--- config.mk ---
export PLATFORM = sky130hd
export DESIGN_NAME = sorted_priority_queue
export DESIGN_NICKNAME = d
export VERILOG_FILES = /design/src/rtl/spq_pkg.sv /design/src/rtl/spq_cell.sv /design/src/rtl/sorted_priority_queue.sv
export SDC_FILE = /design/constraint.sdc
export NUM_CORES = 2
export LEC_CHECK = 0
export ABC_AREA = 1
export BUFFER_PORTS_ARGS = -buffer_cell sky130_fd_sc_hd__buf_2
export CORE_MARGIN = 2
export CORE_UTILIZATION = 50
export DETAILED_ROUTE_END_ITERATION = 6
export GPL_TIMING_DRIVEN = 0
export HOLD_SLACK_MARGIN = 0.03
export PLACE_DENSITY = 0.68
export SYNTH_ARGS = -nofsm -noshare
export SYNTH_HDL_FRONTEND = slang
export SYNTH_SLANG_ARGS = --single-unit
--- constraint.sdc ---
create_clock -name clock -period 5.7 [get_ports clock]
set_clock_uncertainty 0.1 [all_clocks]
set_input_delay 0.285 -clock clock [delete_from_list [all_inputs] [get_ports clock]]
set_output_delay 0.285 -clock clock [all_outputs]
set_load 0.03 [all_outputs]
--- src/rtl/spq_pkg.sv ---
`default_nettype none

package spq_pkg;

   // Operation codes
   localparam logic [1:0] OP_ENQUEUE = 2'd0;
   localparam logic [1:0] OP_DEQUEUE = 2'd1;
   localparam logic [1:0] OP_PEEK    = 2'd2;

   // Status codes
   localparam logic [1:0] STATUS_OK    = 2'd0;
   localparam logic [1:0] STATUS_EMPTY = 2'd1;
   localparam logic [1:0] STATUS_FULL  = 2'd2;

   typedef struct packed {
      logic [1:0]         operation;
      logic signed [31:0] item_value;
      logic [7:0]         item_priority;
   } req_type;

   typedef struct packed {
      logic signed [31:0] front_value;
      logic [7:0]         front_priority;
      logic [1:0]         status;
      logic [4:0]         occupancy;
   } rsp_type;

   typedef struct packed {
      logic signed [31:0] value;
      logic [7:0]         prio;
   } entry_type;

   // Shift command broadcast to every cell
   typedef struct packed {
      logic      enq;
      logic      deq;
      entry_type item;
   } cell_cmd_type;

endpackage

`default_nettype wire

--- src/rtl/spq_cell.sv ---
`default_nettype none

module spq_cell (
   input  wire logic                clock,
   input  wire spq_pkg::cell_cmd_type cmd,
   input  wire spq_pkg::entry_type  left_entry,
   input  wire logic                left_keep,
   input  wire spq_pkg::entry_type  right_entry,
   input  wire logic                occupied,
   output logic                     keep,
   output spq_pkg::entry_type       entry
);

   spq_pkg::entry_type entry_ff;
   spq_pkg::entry_type entry_in;

   // Hold when this entry ranks at or above the new item.
   assign keep = occupied && (entry_ff.prio >= cmd.item.prio);

   always_comb begin
      entry_in = entry_ff;
      if (cmd.enq) begin
         if (!keep) begin
            if (left_keep) begin
               entry_in = cmd.item;
            end else begin
               entry_in = left_entry;
            end
         end
      end else if (cmd.deq) begin
         entry_in = right_entry;
      end
   end

   always_ff @(posedge clock) begin
      entry_ff <= entry_in;
   end

   assign entry = entry_ff;

endmodule

`default_nettype wire

--- src/rtl/sorted_priority_queue.sv ---
`default_nettype none

// Sorted priority queue built as a row of QUEUE_DEPTH cells.
//
// Input channel: a beat (req_data: operation, item_value, item_priority) is taken
// at a rising edge where start is high and busy is low. Enqueue inserts the item
// behind every held entry of equal or higher priority; dequeue pops the front;
// peek reads the front in place.
// Result channel: every accepted beat produces exactly one result beat on
// rsp_data, marked by rsp_strobe for one cycle, in the cycle after acceptance.
// The receiver cannot stall; results are never held back.
// Throughput: one beat per cycle while busy is low. Each cell compares its own
// priority with the incoming one and either holds, takes the new item, or takes
// its neighbor's entry, so an insert or a pop shifts the whole row together.
// Reset: the entry count clears, busy is high for the cycle after reset, and the
// entry contents stay as they were (only entries below the count are read).
// Full enqueues are dropped with status full; empty dequeue/peek report empty.
module sorted_priority_queue #(
   parameter int QUEUE_DEPTH = 16
) (
   input  wire logic             clock,
   input  wire logic             reset,
   input  wire logic             start,
   output logic                  busy,
   input  wire spq_pkg::req_type req_data,
   output logic                  rsp_strobe,
   output spq_pkg::rsp_type      rsp_data
);

   localparam int CNT_W = $clog2(QUEUE_DEPTH + 1);

   logic                 busy_ff;
   logic [CNT_W-1:0]     count_ff;
   logic [CNT_W-1:0]     count_in;
   logic                 rsp_strobe_ff;
   spq_pkg::rsp_type     rsp_ff;
   spq_pkg::rsp_type     rsp_in;

   logic                 accept;
   logic                 is_full;
   logic                 is_empty;
   spq_pkg::cell_cmd_type cmd;

   spq_pkg::entry_type   cell_entry [QUEUE_DEPTH];
   logic                 cell_keep  [QUEUE_DEPTH];

   assign accept   = start && !busy_ff;
   assign is_full  = (count_ff == CNT_W'(QUEUE_DEPTH));
   assign is_empty = (count_ff == '0);

   // Broadcast command: shift only on an insert into room, or a pop with data.
   assign cmd.enq        = accept && (req_data.operation == spq_pkg::OP_ENQUEUE) && !is_full;
   assign cmd.deq        = accept && (req_data.operation == spq_pkg::OP_DEQUEUE) && !is_empty;
   assign cmd.item.value = req_data.item_value;
   assign cmd.item.prio  = req_data.item_priority;

   // Row of cells; cell 0 is the front. The head cell sees a left neighbor
   // that always keeps, so it loads the new item when it gives way. The tail
   // cell pulls in don't-care data on a pop (it lies beyond the count).
   for (genvar i = 0; i < QUEUE_DEPTH; i++) begin : g_cell
      spq_pkg::entry_type left_entry;
      spq_pkg::entry_type right_entry;
      logic               left_keep;

      if (i == 0) begin : g_head
         assign left_entry = cmd.item;
         assign left_keep  = 1'b1;
      end else begin : g_body
         assign left_entry = cell_entry[i-1];
         assign left_keep  = cell_keep[i-1];
      end

      if (i == QUEUE_DEPTH - 1) begin : g_tail
         assign right_entry = cmd.item;
      end else begin : g_inner
         assign right_entry = cell_entry[i+1];
      end

      spq_cell u_cell (
         .clock       (clock),
         .cmd         (cmd),
         .left_entry  (left_entry),
         .left_keep   (left_keep),
         .right_entry (right_entry),
         .occupied    (CNT_W'(i) < count_ff),
         .keep        (cell_keep[i]),
         .entry       (cell_entry[i])
      );
   end

   // Next count and result beat
   always_comb begin
      count_in = count_ff;
      if (cmd.enq) begin
         count_in = count_ff + CNT_W'(1);
      end else if (cmd.deq) begin
         count_in = count_ff - CNT_W'(1);
      end

      rsp_in.front_value    = '0;
      rsp_in.front_priority = '0;
      rsp_in.status         = spq_pkg::STATUS_OK;
      case (req_data.operation)
         spq_pkg::OP_ENQUEUE: begin
            if (is_full) begin
               rsp_in.status = spq_pkg::STATUS_FULL;
            end
         end
         spq_pkg::OP_DEQUEUE, spq_pkg::OP_PEEK: begin
            if (is_empty) begin
               rsp_in.status = spq_pkg::STATUS_EMPTY;
            end else begin
               rsp_in.front_value    = cell_entry[0].value;
               rsp_in.front_priority = cell_entry[0].prio;
            end
         end
         default: begin
            rsp_in.status = spq_pkg::STATUS_OK;
         end
      endcase
      // Occupancy reports the count modulo 32.
      rsp_in.occupancy = 5'(count_in);
   end

   always_ff @(posedge clock) begin
      if (reset) begin
         busy_ff       <= 1'b1;
         count_ff      <= '0;
         rsp_strobe_ff <= 1'b0;
      end else begin
         busy_ff       <= 1'b0;
         count_ff      <= count_in;
         rsp_strobe_ff <= accept;
      end
   end

   always_ff @(posedge clock) begin
      if (accept) begin
         rsp_ff <= rsp_in;
      end
   end

   assign busy       = busy_ff;
   assign rsp_strobe = rsp_strobe_ff;
   assign rsp_data   = rsp_ff;

   // Assertions
   a_one_result: assert property (@(posedge clock) disable iff (reset)
      accept |=> rsp_strobe)
      else $error("accepted beat produced no result");

   a_no_spurious: assert property (@(posedge clock) disable iff (reset)
      !accept |=> !rsp_strobe)
      else $error("result without an accepted beat");

   a_count_bound: assert property (@(posedge clock) disable iff (reset)
      count_ff <= CNT_W'(QUEUE_DEPTH))
      else $error("entry count exceeds depth");

   a_pop_count: assert property (@(posedge clock) disable iff (reset)
      cmd.deq |=> (count_ff == $past(count_ff) - CNT_W'(1)))
      else $error("pop did not decrement count");

   a_front_sorted: assert property (@(posedge clock) disable iff (reset)
      (count_ff >= CNT_W'(2)) |-> (cell_entry[0].prio >= cell_entry[1].prio))
      else $error("front entries out of priority order");

   a_full_occupancy: assert property (@(posedge clock) disable iff (reset)
      (rsp_strobe && (rsp_data.status == spq_pkg::STATUS_FULL))
         |-> (rsp_data.occupancy == 5'(QUEUE_DEPTH)))
      else $error("full status with wrong occupancy");

endmodule

`default_nettype wire
==> summary.txt <==
RSZ-0062 raised after global routing: false
LEAKAGE: 25.6 nW
Port bufs: 93
Die W: 284 um
Period minus WS final: 4.05 ns
Synth top area share: 52.6%
Largest fanout on the critical path: 40
Core area: 77600 um^2
Internal power: 8.82 mW
Setup_tns: 0 ns
Max Root-Sink Buffers: 3
Htree depth: 3
First-pass GRT wire length: 161000 um
CTS tree: done
Max_cap viols: 0
Top post-synthesis cells by area: edfxtp_1 (53%), nand2_1 (30%), inv_1 (6.2%)
Slew @ Worst Pin: 1.05 ns
Post-route total power: 11.5 mW
Worst skew pair latency: 0.63 ns
Critical Path Sink Type: flip-flop
Via/cell ratio: 4.71
Post-synth net total: 5311
Fill cells: 7315
Ys Warns: 0
First-pass DRT Iterations: 6
Reg power frac: 50.1%
Clock sinks: 694
Post-route antenna net violation count: 0
Die height: 284 um
Clock-pin transition on the worst setup and hold timing paths: 0.06 ns
Fraction of final layout cells sized beyond drive strength 1: 6.49%
Crit path kind: flip-flop to flip-flop
Routability congestion estimate: 0.881
Worst EP arrival: 4.10 ns
Max Freq: 247 MHz
Remaining DRCs: 0
Synth cell types: 31
CP startpoint kind: flip-flop
Mean post-synth cell area: 7.64 um^2
Synth-to-layout area growth: 12.0%
Worst vdd ir: 0.182 mV
Status: complete, no violations
Root Buffer: clkbuf_16
Worst min path class: primary input to flip-flop
Total GRT Usage: 25.6%
Routed WL: 104000 um
Cell Pwr Density: 263 nW/um^2
Nets: 5526
Mapped Area: 39200 um^2
Drt wl/cell: 16.1 um
Final Hold Fails: 0
Number of global-route vias before repair: 28500
Via Count: 30400
DRT iter0 DRCs: 2728
Cells after Synth: 5131
Sw Share: 23.6%
Pins Over Slew Limit: 0
Initial Utilization: 50.5%
Post-synth top area cell: edfxtp_1
Pin count of the biggest net entering global routing: 41
Inserted Clock Buffers: 78
Clock power share: 42.2%
Remaining Overflow, GRT: 0
Sequential share of the synthesized area: 53.0%
Initial antenna violation count: 1
Setup Buffers After CTS: 0
Logic gate share of total power: 7.6%
Net switching power figure: 2.72 mW
Detailed placement HPWL: 81700 um
Max-slew headroom: 29.6%
Die Area: 80700 um^2
Period utilization: 71.0%
Setup violators final: 0
Worst EP required: 5.75 ns
I/O pins: 94
# rows: 102
FF+latch count, synth: 694
-- metrics by stage --
step | setup slack [ns] | instances | util (%) | area [um^2] | hold WS [ns]
floorplan | 0.655 | 5131 | - | 39200 | 0.213
global placement | -2.03 | 6264 | 52.8 | 41000 | 0.317
detailed placement | 1.72 | 6269 | 53.0 | 41100 | 0.390
CTS | 1.73 | 6446 | 56.6 | 43900 | 0.0429
global route | 1.51 | 6446 | 56.6 | 43900 | 0.0708
finish | 1.65 | 6448 | 56.6 | 43900 | 0.0743
-- flip-flops by register name, summed over array words and instances (netlist names) --
register and count:
count_ff 5, g_cell.u_cell.entry 640, rsp_data 47, rsp_strobe 1, busy 1
-- path summary, 6_finish.rpt --
kind / startpoint / to / slack (ns) / cells after the start
max reg2reg: count_ff[0] / g_cell[3].u_cell.entry[16] / 1.65 / 11
min reg2reg: busy / rsp_strobe / 0.40 / 1
min: req_data[34] / g_cell[15].u_cell.entry[34] / 0.07 / 3
max: count_ff[0] / g_cell[3].u_cell.entry[16] / 1.65 / 11
-- synthesized netlist by cell type, drive strengths merged --
| master | count |
|---|---|
| nand2 | 3147 |
| buf | 124 |
| dfxtp | 7 |
| clkinv | 1 |
| nor2 | 82 |
| o21a | 15 |
| inv | 648 |
| nand3 | 60 |
| o21ai | 49 |
| xnor2 | 1 |
| nor3b | 1 |
| a21oi | 39 |
| nor3 | 2 |
| o211ai | 1 |
| edfxtp | 687 |
| ha | 135 |
| xor2 | 5 |
| nand4 | 4 |
| a31oi | 3 |
| clkbuf | 120 |
-- cell usage in the layout, fill, tap and decap left out, drive strengths merged --
cell,Yosys,routed
clkbuf,120,222
dlygate4sd3,0,37
buf,124,222
nor3b,1,1
ha,135,135
xnor2,1,1
nand4,4,4
nor3,2,2
clkinv,1,30
bufinv,0,4
a31oi,3,3
nand2,3147,3147
dfxtp,7,7
xor2,5,5
o21a,15,15
o211ai,1,1
nor2,82,82
nand3,60,60
a21oi,39,39
o21ai,49,49
diode,0,2
edfxtp,687,687
clkinvlp,0,3
inv,648,650
-- logic make-up after synthesis --
group / count (synthesis) / share of synthesized area, %
compound gates: 107 / 1.48
xor+xnor: 6 / 0.134
fa+ha+maj: 135 / 4.31
buf+inv: 893 / 9.14
flops: 694 / 53.0
simple gates: 3296 / 32.0
-- critical path: stages (launching register included) --
cell and delay, ns:
dfxtp_1 0.47, inv_1 0.23, ha_1 0.29, nand3_1 0.18, nand3_2 0.37, inv_2 0.29
buf_6 0.19, buf_8 0.23, nor2_2 0.12, inv_2 0.24, buf_6 0.24, nand2_2 0.57
-- power groups by stage --
stage | sequential [mW] | clock (mW) | combinational (mW)
2_1_floorplan | 5.92 | 0 | 0.550
6_report | 5.79 | 4.88 | 0.879
3_5_place_dp | 5.90 | 0 | 0.847
4_1_cts | 5.79 | 4.94 | 0.873
5_1_grt | 5.80 | 5.12 | 1.00
3_3_place_gp | 5.90 | 0 | 0.816
-- metal layers --
| metal | routed length, um | global-route usage (%) | vias up |
|---|---|---|---|
| met4 | 2320 | 6.66 | 0 |
| met1 | 48000 | 37.2 | 13200 |
| met5 | 0 | 0 | - |
| met3 | 8030 | 3.87 | 152 |
| li1 | - | - | 16100 |
| met2 | 45100 | 40.2 | 934 |
-- layout make-up --
cell class / instances / area, um^2 / share of cell area (%)
Multi-Input combinational cell: 3544 / 14900 / 33.9
Tap cell: 1040 / 1300 / 2.96
Inverter: 649 / 2440 / 5.55
Timing Repair Buffer: 135 / 936 / 2.13
Sequential cell: 694 / 20800 / 47.3
Buffer: 244 / 1150 / 2.61
Antenna cell: 2 / 5.00 / 0.0114
Clock buffer: 102 / 2130 / 4.84
Clock inverter: 38 / 295 / 0.672
-- what timing repair did --
action / 4_1_cts / 5_1_grt
hold buffers: 37 / 0
resized for setup: 0 / 0
endpoints found under the hold margin: 41 / 0
No activity file was read; power rests on OpenSTA's default activity.
